### config.mk
export PLATFORM = sky130hd
export DESIGN_NAME = mcfp_lane
export DESIGN_NICKNAME = d
export VERILOG_FILES = /design/src/hdl/mcfp_pkg.sv /design/src/hdl/mcfp_lane.sv
export SDC_FILE = /design/constraint.sdc
export NUM_CORES = 2
export LEC_CHECK = 0
export ABC_AREA = 0
export BUFFER_PORTS_ARGS = -buffer_cell sky130_fd_sc_hd__buf_2
export CAP_MARGIN = 20
export CORE_ASPECT_RATIO = 0.6
export CORE_UTILIZATION = 50
export DETAILED_ROUTE_END_ITERATION = 16
export PLACE_DENSITY = 0.66
export SYNTH_ARGS = -nofsm -noshare
export SYNTH_HDL_FRONTEND = slang
export SYNTH_SLANG_ARGS = --single-unit
### constraint.sdc
create_clock -name clock -period 9.23 [get_ports clock]
set_input_delay 0.923 -clock clock [delete_from_list [all_inputs] [get_ports clock]]
set_output_delay 0.923 -clock clock [all_outputs]
set_load 0.01 [all_outputs]
### src/hdl/mcfp_pkg.sv
package mcfp_pkg;

   localparam int CMD_W     = 32;
   localparam int LIMIT_W   = 31;
   localparam int CSR_IDX_W = 3;
   localparam int CSR_DAT_W = 32;
   localparam int POS_BITS  = 16;
   localparam int GAIN_BITS = 12;
   localparam int DIV_STEPS = POS_BITS;
   localparam int SPAN_W    = LIMIT_W + 2;
   localparam int REM_W     = SPAN_W + POS_BITS;
   localparam int LANE_STAGES = DIV_STEPS + 2;

   localparam logic [LIMIT_W-1:0] POSITION_LIMIT_RST  = LIMIT_W'(819200);
   localparam logic [LIMIT_W-1:0] VELOCITY_LIMIT_RST  = LIMIT_W'(4259840);
   localparam logic [LIMIT_W-1:0] STIFFNESS_LIMIT_RST = LIMIT_W'(32768000);
   localparam logic [LIMIT_W-1:0] DAMPING_LIMIT_RST   = LIMIT_W'(327680);
   localparam logic [LIMIT_W-1:0] TORQUE_LIMIT_RST    = LIMIT_W'(1179648);

   typedef enum logic [CSR_IDX_W-1:0] {
      REG_POSITION_LIMIT  = 3'd0,
      REG_VELOCITY_LIMIT  = 3'd1,
      REG_STIFFNESS_LIMIT = 3'd2,
      REG_DAMPING_LIMIT   = 3'd3,
      REG_TORQUE_LIMIT    = 3'd4
   } csr_index_type;

   typedef struct packed {
      logic [POS_BITS-1:0]  position;
      logic [GAIN_BITS-1:0] velocity;
      logic [GAIN_BITS-1:0] stiffness;
      logic [GAIN_BITS-1:0] damping;
      logic [GAIN_BITS-1:0] torque;
   } codes_type;

   typedef struct packed {
      logic position;
      logic velocity;
      logic stiffness;
      logic damping;
      logic torque;
   } zero_flags_type;

endpackage

### src/hdl/mcfp_lane.sv
module mcfp_lane #(
   parameter int CODE_BITS = mcfp_pkg::GAIN_BITS,
   parameter bit SYMMETRIC = 1'b1
) (
   input  logic                                 clock,
   input  logic [mcfp_pkg::LANE_STAGES-1:0]     load,
   input  logic signed [mcfp_pkg::CMD_W-1:0]    cmd,
   input  logic [mcfp_pkg::LIMIT_W-1:0]         limit,
   output logic [mcfp_pkg::DIV_STEPS-1:0]       code
);
   import mcfp_pkg::*;

   localparam int XW = CMD_W + 2;

   logic signed [XW-1:0]   cmd_x;
   logic signed [XW-1:0]   lo_x;
   logic signed [XW-1:0]   hi_x;
   logic signed [XW-1:0]   clamp_x;
   logic signed [XW-1:0]   diff_x;
   logic [SPAN_W-1:0]      span;
   logic [SPAN_W-1:0]      offs_in;
   logic [SPAN_W-1:0]      offs_ff;
   logic [REM_W-1:0]       prod_in;
   logic [REM_W-1:0]       prod_ff;
   logic [REM_W-1:0]       rem_ff [DIV_STEPS];
   logic [DIV_STEPS-1:0]   quo_ff [DIV_STEPS];
   logic [REM_W-1:0]       rem_in [DIV_STEPS];
   logic [DIV_STEPS-1:0]   quo_in [DIV_STEPS];

   always_comb begin
      cmd_x = XW'(cmd);
      hi_x  = $signed({{(XW-LIMIT_W){1'b0}}, limit});
      lo_x  = SYMMETRIC ? -hi_x : '0;
      span  = SYMMETRIC ? {1'b0, limit, 1'b0} : {2'b00, limit};
      if (cmd_x < lo_x) begin
         clamp_x = lo_x;
      end else if (cmd_x > hi_x) begin
         clamp_x = hi_x;
      end else begin
         clamp_x = cmd_x;
      end
      diff_x  = clamp_x - lo_x;
      offs_in = diff_x[SPAN_W-1:0];
      prod_in = (REM_W'(offs_ff) << CODE_BITS) - REM_W'(offs_ff);
   end

   always_comb begin
      logic [REM_W-1:0]     r;
      logic [DIV_STEPS-1:0] q;
      logic [REM_W-1:0]     trial;
      for (int j = 0; j < DIV_STEPS; j++) begin
         r     = (j == 0) ? prod_ff : rem_ff[(j == 0) ? 0 : j-1];
         q     = (j == 0) ? '0 : quo_ff[(j == 0) ? 0 : j-1];
         trial = REM_W'(span) << (DIV_STEPS - 1 - j);
         if (r >= trial) begin
            r = r - trial;
            q[DIV_STEPS-1-j] = 1'b1;
         end
         rem_in[j] = r;
         quo_in[j] = q;
      end
   end

   always_ff @(posedge clock) begin
      if (load[0]) begin
         offs_ff <= offs_in;
      end
      if (load[1]) begin
         prod_ff <= prod_in;
      end
      for (int j = 0; j < DIV_STEPS; j++) begin
         if (load[j+2]) begin
            rem_ff[j] <= rem_in[j];
            quo_ff[j] <= quo_in[j];
         end
      end
   end

   assign code = quo_ff[DIV_STEPS-1];

endmodule

Word level (Yosys, flattened, before mapping)

Memory sizes are Yosys's and may differ from the RTL's.
Cells that the tools add are included.

Bits in read-only memories: 0
Bits of input ports: 82
Bits in latches: 0
Memories: 2
Output and inout bits: 16
Bits in writable memories: 1040
Register bits: 82

$mul: 0
Order comparisons: 18
Reductions and logical operators: 0
Divide/modulo/power cells: 0
Muxes and demuxes: 66
$add $sub $neg: 19
Equality and inequality tests: 0
Bitwise gates (word level): 0
Shift operators: 0

Memories:

| name   | words | width | read ports | clocked after memory_dff | wr ports | line            | text |
|---|---|---|---|---|---|---|---|
| rem_ff | 16    | 49    | 15         | 0                        | 16       | mcfp_lane.sv:25 | `logic [REM_W-1:0] rem_ff [DIV_STEPS];` |
| quo_ff | 16    | 16    | 16         | 0                        | 16       | mcfp_lane.sv:26 | `logic [DIV_STEPS-1:0] quo_ff [DIV_STEPS];` |

Operators with widths:

| operator                                         | count |
|---|---|
| 49-bit two-way mux                               | 16 |
| 33-bit two-way mux                               | 2 |
| 49-bit by 32-bit >= comparator with 1-bit output | 1 |
| 49-bit by 33-bit >= comparator with 1-bit output | 1 |
| 49-bit by 34-bit >= comparator with 1-bit output | 1 |
| 49-bit by 35-bit >= comparator with 1-bit output | 1 |
| 49-bit by 36-bit >= comparator with 1-bit output | 1 |
| 49-bit by 37-bit >= comparator with 1-bit output | 1 |
| 49-bit by 38-bit >= comparator with 1-bit output | 1 |
| 49-bit by 39-bit >= comparator with 1-bit output | 1 |
| 49-bit by 40-bit >= comparator with 1-bit output | 1 |
| 49-bit by 41-bit >= comparator with 1-bit output | 1 |
| 49-bit by 42-bit >= comparator with 1-bit output | 1 |
| 49-bit by 43-bit >= comparator with 1-bit output | 1 |
| 49-bit by 44-bit >= comparator with 1-bit output | 1 |
| 49-bit by 45-bit >= comparator with 1-bit output | 1 |
| 49-bit by 46-bit >= comparator with 1-bit output | 1 |
| 49-bit by 47-bit >= comparator with 1-bit output | 1 |
| 49-bit by 32-bit subtractor with 49-bit output   | 1 |
| 49-bit by 33-bit subtractor with 49-bit output   | 1 |
| 49-bit by 34-bit subtractor with 49-bit output   | 1 |
| 49-bit by 35-bit subtractor with 49-bit output   | 1 |
| 49-bit by 36-bit subtractor with 49-bit output   | 1 |
| 49-bit by 37-bit subtractor with 49-bit output   | 1 |
| 16 further kinds                                 | 63 |

Longest topological paths before layout

Word-level depth: 4
Mapped depth: 33
Depth with buffers taken out: 32

Worst setup path before layout

OpenSTA, ideal clock, no wires.

Path type: input to register
Start point: input port limit[1] (netlist bit)
End point: register offs_ff[32], data pin
Required time: 9.046 ns
Path slack: 1.144 ns
Arrival: 7.902 ns
Cell stages on the path: 30
Setup time: 0.184 ns
Cell sequence: inv_1 -> ha_1 -> nor3b_1 -> nand4b_4 -> or2_2 -> nor3_1 -> xnor2_1 -> ha_1 -> nand3_1 -> nor2_1 -> a221o_1 -> a31o_2 -> maj3_1 -> o31ai_1 -> clkbuf_1 -> clkbuf_1 -> buf_1 -> a21oi_1 -> ha_1 -> o21a_1 -> nor2_1 -> o31ai_1 -> o41a_1 -> o21a_1 -> a31oi_1 -> a21oi_2 -> o31ai_4 -> o31ai_2 -> mux2_4 -> a2111oi_4

Word-level cells in the longest chain between the ends: 4
Elaborated cells between the ends (all ways): 6
Those cells by class: add/sub (2); order compare (2); mux (2)

RTL lines:

| item                                                                                          | line                             | text |
|---|---|---|
| from (decl)                                                                                   | mcfp_lane.sv:8                   | `input logic [mcfp_pkg::LIMIT_W-1:0] limit,` |
| 31-bit negator with 34-bit output or 32-bit greater-than comparator (tied branches)           | mcfp_lane.sv:33, mcfp_lane.sv:37 |  |
| 32-bit by 34-bit less-than comparator with 1-bit output or 33-bit two-way mux (tied branches) | mcfp_lane.sv:35, mcfp_lane.sv:37 |  |
| 33-bit two-way mux                                                                            | mcfp_lane.sv:35                  | `if (cmd_x < lo_x) begin` |
| 33-bit subtractor *                                                                           | mcfp_lane.sv:42                  | `diff_x = clamp_x - lo_x;` |
| net diff_x[32]                                                                                | mcfp_lane.sv:19                  | `logic signed [XW-1:0] diff_x;` |
| to (signal assigned)                                                                          | mcfp_lane.sv:66                  | `offs_ff <= offs_in;` |
| to (decl)                                                                                     | mcfp_lane.sv:22                  | `logic [SPAN_W-1:0] offs_ff;` |

The timed path passes the listed nets; every way through them passes the cells marked *.
A chain may end at the register's enable or synchronous reset.

Worst setup path after layout

Start point: input port limit[0] (netlist bit)
End point: register offs_ff[32], data pin

The elaborated chain is that of the path after synthesis.

==> run_results.csv <==
group,metric,value,unit
run_status,outcome,"completed",
routing,drt_iter0_markers,5452,
sta,setup_violations,0,
yosys,synthCells,6564,
sta,fin_crit_sh,90.2,%
grt,antenna_found_initial,7,
layout,fillers,11300,
worst_setup_path,path_max_fanout,11,
clock_tree,hold_buffers,0,
floorplan,core,130000,µm²
grt,overflow,0,
worst_setup_path,slowest_delay,0.50,ns
routing,wl,192000,µm
place,dpl.cell_count,8327,
clock_tree,cts_root_buf,"clkbuf_16",
layout,mostFrequentLayoutCells,"edfxtp_1 (950), ha_1 (612), nand2_1 (590)",
routing,drcViolationCount,0,
yosys,syn-mean-instance-area,10.1,µm²
sta,hold_viol,0,
power,ir_drop,0.186,mV
place,pre_cts_ws,0.216,ns
floorplan,io_pins,98,
sta,finalMaxSlewViolations,0,
clock_tree,clkSlewWorstSetupHoldPaths,0.07,ns
worst_setup_path,endpoint_kind,"flip-flop",
clock_tree,cts_tree,"yes",
routing,drtAntennaViolNets,0,
yosys,yosysUniqueCellTypes,105,
grt,grt_pass1_wl,290000,µm
clock_tree,cts_num_sinks,950,
sta,fin_setup_tns,0,ns
sta,rsz0062_at_grt,"no",
flow_run,drv_cap,0,
yosys,synth-async-reset-ratio,0,%
clock_tree,htreeDepth,3,
sta,skew,0.0191,ns
worst_setup_path,startpoint_type,"input port",
grt,grt_pass1_vias,47800,
routing,vias_per_cell,6.12,
yosys,synth_ff_type,"edfxtp_1",
yosys,yosysWarnings,0,
sta,fmax,120,MHz
floorplan,die_y,283,µm
floorplan,die_w,471,µm
worst_setup_path,crit_family,"compound AO/OA/AOI/OAI gates",
yosys,synth_edf_count,950,
power,power_leakage,28.3,nW
layout,syn_to_final_growth,9.42,%
floorplan,core.rowCount,102,
clock_tree,postCtsSetupRepairBufs,0,
clock_tree,clock_latency,0.71,ns
worst_setup_path,crit_buf_inv,3,
yosys,yosysTopAreaCellShare,43.2,%
power,pwr_density_cell,318,nW/µm²
worst_setup_path,path_class,"input port to flip-flop",
yosys,netlist_area,66000,µm²
yosys,ys_top_cells_by_area,"edfxtp_1 (43%), ha_1 (12%), xnor2_1 (4.6%), a21oi_1 (4.3%), o21ai_0 (3.7%)",
floorplan,start_util,50.8,%
sta,relSlewSlack,14.5,%
sta,max_slew.worst_pin.slew,1.25,ns
worst_setup_path,cp_slowest_cell,"or4_1",
clock_tree,cts_made_buffers,97,
sta,hold_slack,0.405,ns
layout,final_common_cell,"edfxtp_1",
yosys,ys_ff_latch,950,
grt,track_usage,28.2,%
grt,grt_start_max_net_pins,66,
worst_setup_path,worstPathRequired,9.76,ns
layout,drive_above_1_share,7.51,%
layout,post-route-util,55.6,%
sta,setup_slack,0.907,ns
worst_hold_path,hold_class,"flip-flop to flip-flop",
clock_tree,cts_buffer_depth,3,
routing,first_pass_iters,6,
layout,nets,7421,
place,gp_congestion,1.04,
sta,fin_crit,8.32,ns
yosys,synth-seq-area-share,43.2,%
routing,via_count,52100,
yosys,syn_nets,7274,
yosys,synth_largest_area_cell,"edfxtp_1",
layout,instances_no_fill,8512,
worst_setup_path,crit_arrival,8.85,ns
clock_tree,ctsResizeCount,0,
routing,wire_per_inst,22.6,µm
place,io_buffers,97,
floorplan,die_area,133000,µm²
place,dp_hpwl,146000,µm
## routing by layer
layer  wire length [µm]  global-route usage, %  up-vias
met3              19900                   7.42      245
li1                   -                      -    25000
met5                  0                  0.391        -
met4               4320                   6.66        0
met2              73100                   37.6     2127
met1              94800                   44.4    24800
## area by class of cell
cell class | count | area [µm²] | area share (%)
well taps | 1716 | 2150 | 2.97
flip-flops and latches | 950 | 28500 | 39.5
inverters | 256 | 961 | 1.33
clock inverters | 64 | 761 | 1.05
clock buffers | 117 | 2540 | 3.52
multi-input cells | 5210 | 36000 | 49.9
repair buffers | 196 | 1230 | 1.70
diodes | 3 | 7.51 | 0.0104
## power by group
group	internal (mW)	switching (mW)
clock network	2.40	1.76
registers	6.86	1.03
logic	4.67	6.22
## state kept, by name, indices dropped and copies added (netlist names)
signal	count
rem_ff	735
quo_ff	136
prod_ff	46
offs_ff	33
## synth_stat cells (all sizes together) (63+ instances only)
master / count
o21a: 87
edfxtp: 950
clkbuf: 114
inv: 255
xnor2: 347
nand2: 592
nand2b: 96
and3: 63
a21o: 272
nor3: 143
nor2: 473
o21bai: 63
ha: 612
nor2b: 88
a21oi: 571
mux2: 75
nor4: 88
o21ai: 513
xor2: 257
nand4: 106
nand3: 123
## path summary, 6_finish.rpt
| kind | start | to | slack [ns] | depth (start not counted) |
|---|---|---|---|---|
| worst max-delay path | limit[0] | offs_ff[32] | 0.91 | 34 |
| worst min-delay path | quo_ff[1][45] | quo_ff[1][61] | 0.40 | 0 |
| worst max register to register | rem_ff[1][74] | rem_ff[1][146] | 4.19 | 12 |
| worst min register to register | quo_ff[1][45] | quo_ff[1][61] | 0.40 | 0 |
## logic make-up after synthesis
group / synth area share [%]
XOR/XNOR: 8.03
flip-flops: 43.2
adder cells (fa/ha/maj): 12.1
buffers and inverters: 2.41
AND/OR/NAND/NOR: 15.0
multiplexers: 1.41
AO/OA/AOI/OAI: 17.8
## through the flow
step                      cell area [µm²]  total power, mW
after floorplan                     66000             15.8
after global placement              68900             18.4
after detailed placement            68900             18.5
after CTS                           72200             22.8
after global routing                72200             24.5
final                               72200             22.9
Note: power is estimated with default switching activity, not from simulation.
