`src/hdl/mcfp_pkg.sv`:
```
package mcfp_pkg;

   localparam int CMD_W     = 32;
   localparam int LIMIT_W   = 31;
   localparam int CSR_IDX_W = 3;
   localparam int CSR_DAT_W = 32;
   localparam int POS_BITS  = 16;
   localparam int GAIN_BITS = 12;
   localparam int DIV_STEPS = POS_BITS;
   localparam int SPAN_W    = LIMIT_W + 2;
   localparam int REM_W     = SPAN_W + POS_BITS;
   localparam int LANE_STAGES = DIV_STEPS + 2;

   localparam logic [LIMIT_W-1:0] POSITION_LIMIT_RST  = LIMIT_W'(819200);
   localparam logic [LIMIT_W-1:0] VELOCITY_LIMIT_RST  = LIMIT_W'(4259840);
   localparam logic [LIMIT_W-1:0] STIFFNESS_LIMIT_RST = LIMIT_W'(32768000);
   localparam logic [LIMIT_W-1:0] DAMPING_LIMIT_RST   = LIMIT_W'(327680);
   localparam logic [LIMIT_W-1:0] TORQUE_LIMIT_RST    = LIMIT_W'(1179648);

   typedef enum logic [CSR_IDX_W-1:0] {
      REG_POSITION_LIMIT  = 3'd0,
      REG_VELOCITY_LIMIT  = 3'd1,
      REG_STIFFNESS_LIMIT = 3'd2,
      REG_DAMPING_LIMIT   = 3'd3,
      REG_TORQUE_LIMIT    = 3'd4
   } csr_index_type;

   typedef struct packed {
      logic [POS_BITS-1:0]  position;
      logic [GAIN_BITS-1:0] velocity;
      logic [GAIN_BITS-1:0] stiffness;
      logic [GAIN_BITS-1:0] damping;
      logic [GAIN_BITS-1:0] torque;
   } codes_type;

   typedef struct packed {
      logic position;
      logic velocity;
      logic stiffness;
      logic damping;
      logic torque;
   } zero_flags_type;

endpackage

```
`src/hdl/mcfp_merge.sv`:
```
module mcfp_merge (
   input  logic                     clock,
   input  logic                     load,
   input  mcfp_pkg::codes_type      codes,
   input  mcfp_pkg::zero_flags_type zero,
   output logic [7:0]               frame_byte_0,
   output logic [7:0]               frame_byte_1,
   output logic [7:0]               frame_byte_2,
   output logic [7:0]               frame_byte_3,
   output logic [7:0]               frame_byte_4,
   output logic [7:0]               frame_byte_5,
   output logic [7:0]               frame_byte_6,
   output logic [7:0]               frame_byte_7
);
   import mcfp_pkg::*;

   logic [POS_BITS-1:0]  p;
   logic [GAIN_BITS-1:0] v;
   logic [GAIN_BITS-1:0] kp;
   logic [GAIN_BITS-1:0] kd;
   logic [GAIN_BITS-1:0] t;
   logic [63:0]          frame_in;
   logic [63:0]          frame_ff;

   always_comb begin
      p  = zero.position  ? '0 : codes.position;
      v  = zero.velocity  ? '0 : codes.velocity;
      kp = zero.stiffness ? '0 : codes.stiffness;
      kd = zero.damping   ? '0 : codes.damping;
      t  = zero.torque    ? '0 : codes.torque;
      frame_in = {p, v, kp, kd, t};
   end

   always_ff @(posedge clock) begin
      if (load) begin
         frame_ff <= frame_in;
      end
   end

   assign frame_byte_0 = frame_ff[63:56];
   assign frame_byte_1 = frame_ff[55:48];
   assign frame_byte_2 = frame_ff[47:40];
   assign frame_byte_3 = frame_ff[39:32];
   assign frame_byte_4 = frame_ff[31:24];
   assign frame_byte_5 = frame_ff[23:16];
   assign frame_byte_6 = frame_ff[15:8];
   assign frame_byte_7 = frame_ff[7:0];

endmodule

```
`config.mk`:
```
export PLATFORM = sky130hd
export DESIGN_NAME = mcfp_merge
export DESIGN_NICKNAME = d
export VERILOG_FILES = /design/src/hdl/mcfp_pkg.sv /design/src/hdl/mcfp_merge.sv
export SDC_FILE = /design/constraint.sdc
export NUM_CORES = 1
export LEC_CHECK = 0
export ABC_AREA = 0
export BUFFER_PORTS_ARGS = -buffer_cell sky130_fd_sc_hd__buf_4
export CAP_MARGIN = 30
export CORE_ASPECT_RATIO = 1.2
export CORE_UTILIZATION = 40
export CTS_BUF_LIST = sky130_fd_sc_hd__clkbuf_16
export DETAILED_ROUTE_END_ITERATION = 6
export HOLD_SLACK_MARGIN = 0.02
export PLACE_DENSITY_LB_ADDON = 0.12
export SLEW_MARGIN = 0
export SYNTH_ARGS = -nofsm -noshare
export SYNTH_HDL_FRONTEND = slang
export SYNTH_SLANG_ARGS = --single-unit
```
`constraint.sdc`:
```
create_clock -name clock -period 0.8 [get_ports clock]
set_input_delay 0.2 -clock clock [delete_from_list [all_inputs] [get_ports clock]]
set_output_delay 0.2 -clock clock [all_outputs]
set_load 0.03 [all_outputs]
```
# Word level (Yosys, flattened, before mapping)

Index checks and enable logic that the tools add are counted.

Register bits: 64
Input bits: 71
Logic and storage cells: 5

# Depth between registers and ports, before layout

Gate-level depths: netlist (run 1).

Depth in word-level cells: 0
Gate-level depth with buffers: 2

# Least setup slack after synthesis (run 1)

OpenSTA, ideal clock, no wires.

Path type: input port to flip-flop
Start point: in zero[1] (netlist name)
End point: reg frame_ff[21], data pin
Library setup time: 0.257 ns
Data arrival time: 0.439 ns
Required time: 0.543 ns
Setup slack: 0.104 ns
Stages on the path: 2
Path buffers: 1
Path through: clkbuf_4 -> nor2b_1

RTL lines:

| what                 | line             | source |
|---|---|---|
| from (decl)          | mcfp_merge.sv:5  | `input mcfp_pkg::zero_flags_type zero,` |
| to (signal assigned) | mcfp_merge.sv:36 | `frame_ff <= frame_in;` |
| to (decl)            | mcfp_merge.sv:23 | `logic [63:0] frame_ff;` |

No word-level cell between the ends.

# Final worst setup path (run 1)

Start point: reg frame_ff[18]
End point: out frame_byte_5[2]

RTL lines:

| what      | line             | source |
|---|---|---|
| to (decl) | mcfp_merge.sv:11 | `output logic [7:0] frame_byte_5,` |

No word-level cell between the ends.

==> flow_metrics.py, run 1 <==
metrics = {
    "logic_synthesis": {
        "synth-simple-area-share_pct": 20.3,
        "yosysTopAreaCell": "edfxtp_1",
        "synthFlopType": "edfxtp_1",
        "postSynthAreaPerCell_sq_um": 18.5,
        "yosys.area_share.adder_pct": 0,
        "netlist_instances": 133,
        "synth-edff-count": 64,
        "synth_common_cells": "edfxtp_1, nor2b_2, nor2b_1",
        "synth_nets": 204,
        "ys_seq_area_share_pct": 78.0,
        "synth_top_family_by_area": "simple AND/OR/NAND/NOR gates",
        "synth_top_area_share_pct": 78.0,
        "synthMuxAreaShare_pct": 0,
        "mappedNetlistArea_sq_um": 2460,
        "synth_xor_area_share_pct": 0,
        "yosysMostFrequentCell": "edfxtp_1",
        "ys_types": 6,
        "synth_area_leaders": "edfxtp_1, nor2b_2, nor2b_1, and2b_1, clkbuf_4",
        "synth_compound_area_share_pct": 0,
        "synth-async-reset-ratio_pct": 0,
        "ys_seq_elements": 64,
        "yosys_warnings": 0,
    },
    "final_layout": {
        "largest_reg_flops": 64,
        "area_growth_syn_to_layout_pct": 67.0,
        "finish.instance_area_sq_um": 4110,
        "reg.largest.list": "frame_ff: 64 flops",
        "finish.utilization_pct": 71.2,
        "antennaDiodeCount": 0,
        "finalNetCount": 349,
        "drive_gt1_share_pct": 65.8,
        "regMostFlops": "frame_ff",
    },
    "routing": {
        "dr.first_iter.drc_count": 50,
        "wl_um": 4860,
        "dr.pass1.iters": 4,
        "vias": 1590,
        "antenna_left": 0,
        "drc": 0,
        "wl_per_cell_um": 13.5,
        "viasPerCell": 4.40,
    },
    "grt": {
        "track_usage_pct": 15.5,
        "grt_overflow_total": 0,
        "grt_pass1_vias": 1595,
        "grt_pass1_wl_um": 7220,
        "grt_max_degree": 35,
        "antenna_found_initial": 0,
    },
    "power": {
        "power_switching_mw": 2.12,
        "ir_drop_uv": 1380,
        "seqPwrFrac_pct": 46.0,
        "cellPowerDensity_nw_per_um2": 2180,
        "power_mw": 8.96,
        "p_int_mw": 6.83,
        "clkPwrFrac_pct": 35.5,
        "netSwitchingFraction_pct": 23.7,
        "comb_power_share_pct": 18.5,
        "p_leak_nw": 1.72,
    },
    "sta": {
        "tightestPinTransition_ns": 0.189,
        "fmax_mhz": 925,
        "post-route-period-util_pct": 135,
        "final_hold_viol_count": 0,
        "rsz0062_at_grt": "true",
        "period_minus_slack_ns": 1.08,
        "drv_slew": 0,
        "finalSetupViolations": 64,
        "slew_headroom_pct": 87.4,
        "setup_tns_ns": -15.46,
        "setup_slack_ns": -0.281,
    },
    "critical_path": {
        "crit_family": "flip-flops",
        "critPathArrivalTime_ns": 0.88,
        "crit_path_end_kind": "output pin",
        "cp_cell_sequence": "buf_6",
        "path_max_fanout": 1,
        "crit_path_max_incr_delay_ns": 0.41,
        "start_kind": "flop",
        "crit_buf_inv": 1,
        "critical_path_required_ns": 0.60,
        "crit_type": "reg2out",
        "cpMaxStageDelayCell": "edfxtp_1",
    },
    "clock_tree": {
        "clock_path_buffers": 2,
        "clock_sinks": 64,
        "cts_setup_buffers": 0,
        "cts_made_buffers": 9,
        "path_clk_slew_ns": 0.05,
        "cts_resized": 64,
        "clockRootBuffer": "clkbuf_16",
        "htree_num_levels": 3,
        "cts_tree": "yes",
        "cts_hold_buf": 0,
    },
    "floorplan": {
        "core-area_sq_um": 5780,
        "fp.dieArea_sq_um": 6480,
        "chipWidth_um": 73.6,
        "io_pins": 135,
        "die_y_um": 88.0,
        "initial_core_util_pct": 42.6,
        "rows": 30,
    },
    "flow_run": {
        "max_cap_violations": 0,
    },
    "place": {
        "dpl_cell_area_sq_um": 3630,
        "io_buffers": 134,
        "place_congestion": 0.700,
    },
    "run_status": {
        "status": "complete, but fails checks",
        "violations": "setup timing",
    },
    "hold_path": {
        "min_path_type": "in2reg",
    },
}
-- cell type report --
type	instances	area (sq um)
flip-flops and latches	64	1920
fillers	424	1670
repair buffers	139	1350
multi-input cells	64	500
clock buffers	9	225
well taps	80	100
clock inverters	5	20.0
-- power by group through the flow --
stage	clock network (mW)	logic, mW	registers (mW)
after CTS	3.26	1.67	4.12
after global placement	0	1.51	4.12
after detailed placement	0	1.52	4.13
final	3.18	1.66	4.12
after floorplan	0	0.193	4.67
after global routing	3.39	1.74	4.14
-- per-stage QoR --
step                setup WS, ns  hold WS (ns)  cells
floorplan                  0.104         0.312    133
global placement         -0.0434         0.484    347
detailed placement       -0.0563         0.489    347
CTS                       -0.302         0.158    361
global route              -0.305         0.162    361
finish                    -0.281         0.168    361
-- placed cells by master, fill, tap and decap left out, drive strengths merged --
| master | n |
|---|---|
| clkinv | 2 |
| edfxtp | 64 |
| and2b | 8 |
| inv | 3 |
| clkbuf | 9 |
| buf | 139 |
| nor2b | 56 |
-- layer usage --
metal	track usage [%]	up-vias	wire, um
li1	-	755	-
met1	15.7	734	1630
met2	26.0	87	2550
met3	6.21	14	553
met4	10.5	0	137
met5	0	-	0
-- final timing paths --
path / from / end / slack, ns / cells past startpoint
setup / recovery: frame_ff[18] / frame_byte_5[2] / -0.28 / 1
hold / removal: codes[48] / frame_ff[48] / 0.17 / 2
-- kinds of logic (layout without fill, tap and decap cells) --
group / after synthesis / after routing
buffers and inverters: 5 / 153
flip-flops: 64 / 64
AND/OR/NAND/NOR: 64 / 64
Note: power is estimated with default switching activity, not from simulation.
==> run 2: changes to the inputs <==
clock period = 1.3 ns   (was 0.8 ns; I/O delays follow)
==> run 2 against run 1 <==
Effect of this change: the flow now finishes without violations; combinational power is 46% lower; flip-flop and latch count stayed put; setup slack better by 0.38 ns; die area stayed put; first-iteration DRC count is 48% higher; sequential share of layout area is 3.8 points higher; clock power is 38% lower; critical path type unchanged.
==> flow_metrics.py, run 2 (same netlist as run 1, synthesis figures left out) <==
metrics = {
    "run_status": {
        "status": "finished, final reports clean",
    },
    "sta": {
        "tightestPinTransition_ns": 0.277,
        "rsz0062_at_grt": "false",
        "setup_tns_ns": 0,
        "slew_headroom_pct": 81.5,
        "period_minus_slack_ns": 1.20,
        "fmax_mhz": 832,
        "drv_slew": 0,
        "final_hold_viol_count": 0,
        "finalSetupViolations": 0,
        "post-route-period-util_pct": 92.5,
    },
    "power": {
        "cellPowerDensity_nw_per_um2": 1410,
        "ir_drop_uv": 897,
        "p_leak_nw": 1.61,
        "power_mw": 5.36,
    },
    "clock_tree": {
        "clockRootBuffer": "clkbuf_16",
        "clock_path_buffers": 2,
        "clock_sinks": 64,
        "path_clk_slew_ns": 0.05,
        "cts_hold_buf": 0,
        "cts_made_buffers": 9,
        "cts_resized": 0,
        "cts_tree": "yes",
        "htree_num_levels": 3,
        "cts_setup_buffers": 0,
    },
    "final_layout": {
        "final_common_cell": "buf_4",
        "final_cells": 359,
        "largest_reg_flops": 64,
        "finish.utilization_pct": 65.8,
        "finalNetCount": 346,
        "antennaDiodeCount": 0,
        "reg.largest.list": "frame_ff: 64 flops",
        "layout_common_cells": "buf_4, edfxtp_1, nor2b_2, nor2b_1, clkbuf_16",
        "area_growth_syn_to_layout_pct": 54.4,
        "drive_gt1_share_pct": 64.9,
        "regMostFlops": "frame_ff",
    },
    "routing": {
        "dr.pass1.iters": 4,
        "wl_um": 4740,
        "drc": 0,
        "dr.first_iter.drc_count": 74,
        "antenna_left": 0,
        "wl_per_cell_um": 13.2,
        "viasPerCell": 4.30,
        "vias": 1542,
    },
    "critical_path": {
        "crit_path_end_kind": "output pin",
        "path_max_fanout": 1,
        "crit_path_max_incr_delay_ns": 0.38,
        "start_kind": "flop",
        "crit_family": "flip-flops",
        "critPathArrivalTime_ns": 0.88,
        "crit_buf_inv": 1,
        "crit_type": "reg2out",
        "startpoint": "frame_ff[29]",
        "cpMaxStageDelayCell": "edfxtp_1",
        "cp_cell_sequence": "buf_4",
        "critical_path_required_ns": 0.98,
    },
    "flow_run": {
        "max_cap_violations": 0,
    },
    "floorplan": {
        "initial_core_util_pct": 42.6,
        "fp.dieArea_sq_um": 6480,
        "rows": 30,
        "io_pins": 135,
        "die_y_um": 88.0,
        "chipWidth_um": 73.6,
        "core-area_sq_um": 5780,
    },
    "grt": {
        "grt_max_degree": 51,
        "antenna_found_initial": 0,
        "grt_pass1_vias": 1523,
        "grt_overflow_total": 0,
        "grt_pass1_wl_um": 6900,
        "track_usage_pct": 15.0,
    },
    "place": {
        "dp_cells": 344,
        "io_buffers": 134,
        "dp_hpwl_um": 3470,
        "place_congestion": 0.721,
    },
    "hold_path": {
        "min_path_type": "in2reg",
        "hold_start": "codes[48]",
    },
}
==> run 2: changes by cell type in the layout (fill, tap and decap cells not counted), sizes merged <==
| cell | before | now |
|---|---|---|
| inv | 3 | 4 |
| buf | 139 | 136 |
==> run 2: worst paths after layout <==
check / slack [ns] / depth (start not counted) / to
max: 0.1 / 1 / frame_byte_4[5]
min: 0.30 / 2 / frame_ff[48]
==> run 2: per-layer routing <==
layer | up-vias | part of all wire, % | track usage [%]
li1 | 747 | - | -
met1 | 707 | 35 | 15.5
met2 | 81 | 52 | 24.9
met3 | 7 | 11 | 6.10
met4 | 0 | 2.0 | 9.44
met5 | - | 0 | 0
==> run 2: through the flow <==
stage / hold slack, ns / cell area, sq um / worst slack, ns
after floorplan: 0.437 / 2460 / 0.479
after global routing: 0.294 / 3800 / 0.0673
after CTS: 0.288 / 3800 / 0.0709
final: 0.299 / 3800 / 0.0978
after detailed placement: 0.610 / 3560 / 0.273
after global placement: 0.607 / 3560 / 0.277
==> run 2: area by class of cell <==
| class | instances | area (sq um) |
|---|---|---|
| repair buffers | 136 | 1030 |
| clock inverters | 6 | 22.5 |
| fillers | 477 | 1980 |
| clock buffers | 9 | 225 |
| flip-flops and latches | 64 | 1920 |
| multi-input cells | 64 | 500 |
| well taps | 80 | 100 |
==> run 2: power by group <==
part	switching, mW	internal (mW)	leakage (nW)
registers	0.0408	2.46	0.617
clock network	0.732	1.23	0.135
logic	0.501	0.397	0.860
==> run 3: changes to the inputs <==
BUFFER_PORTS_ARGS = default   (was -buffer_cell sky130_fd_sc_hd__buf_4)
DONT_BUFFER_PORTS = 1   (was default)
==> run 3 against run 2 <==
Effect of this change: total power up 0.69%; wire length down 16%; cell area down 25%; utilization down 17 points; count of clock-buffer cells in the layout unchanged; global-route usage down 2.2 points; flip-flop and latch count unchanged; critical endpoint is now frame_byte_0[7]; largest cell class unchanged; largest power group unchanged; highest routed layer unchanged.
==> flow_metrics.py, run 3 (same netlist as run 1, synthesis figures left out) <==
metrics = {
    "run_status": {
        "status": "finished, final reports clean",
    },
    "critical_path": {
        "start_kind": "flop",
        "path_max_fanout": 1,
        "critPathArrivalTime_ns": 0.85,
        "crit_type": "reg2out",
        "crit_path_end_kind": "output pin",
        "critical_path_required_ns": 0.98,
        "critical_path_depth": 0,
    },
    "routing": {
        "vias": 1054,
        "viasPerCell": 4.71,
        "drc": 0,
        "dr.pass1.iters": 2,
        "wl_per_cell_um": 17.7,
        "antenna_left": 0,
        "dr.first_iter.drc_count": 22,
        "wl_um": 3970,
    },
    "power": {
        "netSwitchingFraction_pct": 22.1,
        "comb_power_share_pct": 1.8,
        "p_int_mw": 4.20,
        "seqPwrFrac_pct": 53.0,
        "p_leak_nw": 0.969,
        "power_switching_mw": 1.20,
        "ir_drop_uv": 821,
        "clkPwrFrac_pct": 45.2,
        "power_mw": 5.40,
        "cellPowerDensity_nw_per_um2": 1900,
    },
    "sta": {
        "period_minus_slack_ns": 1.17,
        "rsz0062_at_grt": "false",
        "post-route-period-util_pct": 90.3,
        "drv_slew": 0,
        "slew_headroom_pct": 78.9,
        "tightestPinTransition_ns": 0.316,
        "finalSetupViolations": 0,
        "setup_tns_ns": 0,
        "fmax_mhz": 852,
        "setup_slack_ns": 0.126,
        "final_hold_viol_count": 0,
        "whs_ns": 0.119,
    },
    "place": {
        "dp_hpwl_um": 2810,
        "dp_cells": 208,
        "place_congestion": 0.738,
        "dp_slack_ns": 0.454,
        "io_buffers": 0,
        "dpl_cell_area_sq_um": 2520,
    },
    "floorplan": {
        "chipWidth_um": 73.6,
        "core-area_sq_um": 5780,
        "fp.dieArea_sq_um": 6480,
        "die_y_um": 88.0,
        "rows": 30,
        "io_pins": 135,
        "initial_core_util_pct": 42.6,
    },
    "clock_tree": {
        "clockRootBuffer": "clkbuf_16",
        "cts_hold_buf": 0,
        "cts_setup_buffers": 0,
        "clock_sinks": 64,
        "path_clk_slew_ns": 0.05,
        "htree_num_levels": 3,
        "cts_made_buffers": 9,
        "cts_resized": 0,
        "cts_tree": "yes",
        "clock_path_buffers": 2,
    },
    "final_layout": {
        "layout_common_cells": "edfxtp_1, nor2b_2, nor2b_1, clkbuf_16, and2b_1",
        "finish.utilization_pct": 49.0,
        "reg.largest.list": "frame_ff: 64 flops",
        "final_cells": 224,
        "final_common_cell": "edfxtp_1",
        "regMostFlops": "frame_ff",
        "finalNetCount": 210,
        "largest_reg_flops": 64,
        "area_growth_syn_to_layout_pct": 15.1,
        "antennaDiodeCount": 0,
        "drive_gt1_share_pct": 34.7,
        "finish.instance_area_sq_um": 2840,
    },
    "grt": {
        "antenna_found_initial": 0,
        "grt_pass1_vias": 1121,
        "grt_pass1_wl_um": 5710,
        "grt_max_degree": 65,
        "track_usage_pct": 12.8,
        "grt_overflow_total": 0,
    },
    "hold_path": {
        "min_path_type": "in2reg",
        "min_path_cells": 0,
    },
    "flow_run": {
        "max_cap_violations": 0,
    },
}
## run 3: cell types whose count changed in the layout (fill, tap and decap cells not counted)
| cell | previous run | this run |
|---|---|---|
| buf_4 | 135 | 0 |
| inv_1 | 4 | 1 |
| bufinv_16 | 0 | 2 |
| clkinvlp_4 | 0 | 2 |
| buf_12 | 1 | 0 |
| clkinv_1 | 2 | 1 |
| clkinv_2 | 0 | 1 |
## run 3: per-layer routing
| layer | share of wire, % | track usage (%) | vias to the layer above | routed length (um) |
|---|---|---|---|---|
| li1 | - | - | 475 | - |
| met1 | 31 | 11.3 | 489 | 1240 |
| met2 | 54 | 21.4 | 81 | 2150 |
| met3 | 12 | 7.13 | 9 | 493 |
| met4 | 2.1 | 9.44 | 0 | 85 |
| met5 | 0 | 0 | - | 0 |
## run 3: worst paths after layout
check,start,end,slack (ns)
worst min-delay path,load,frame_ff[55],0.12
worst max-delay path,frame_ff[63],frame_byte_0[7],0.13
## run 3: layout make-up
cell class	instances	area (sq um)
fillers	518	2950
flip-flops and latches	64	1920
multi-input cells	64	500
clock buffers	9	225
well taps	80	100
clock inverters	7	87.6
## run 3: power by group through the flow
stage	clock network (mW)	logic, mW	registers, mW
6_report	2.44	0.0959	2.86
2_1_floorplan	0	0.119	2.87
5_1_grt	2.60	0.107	2.88
4_1_cts	2.50	0.0982	2.87
3_3_place_gp	0	0.0915	2.90
3_5_place_dp	0	0.0996	2.90
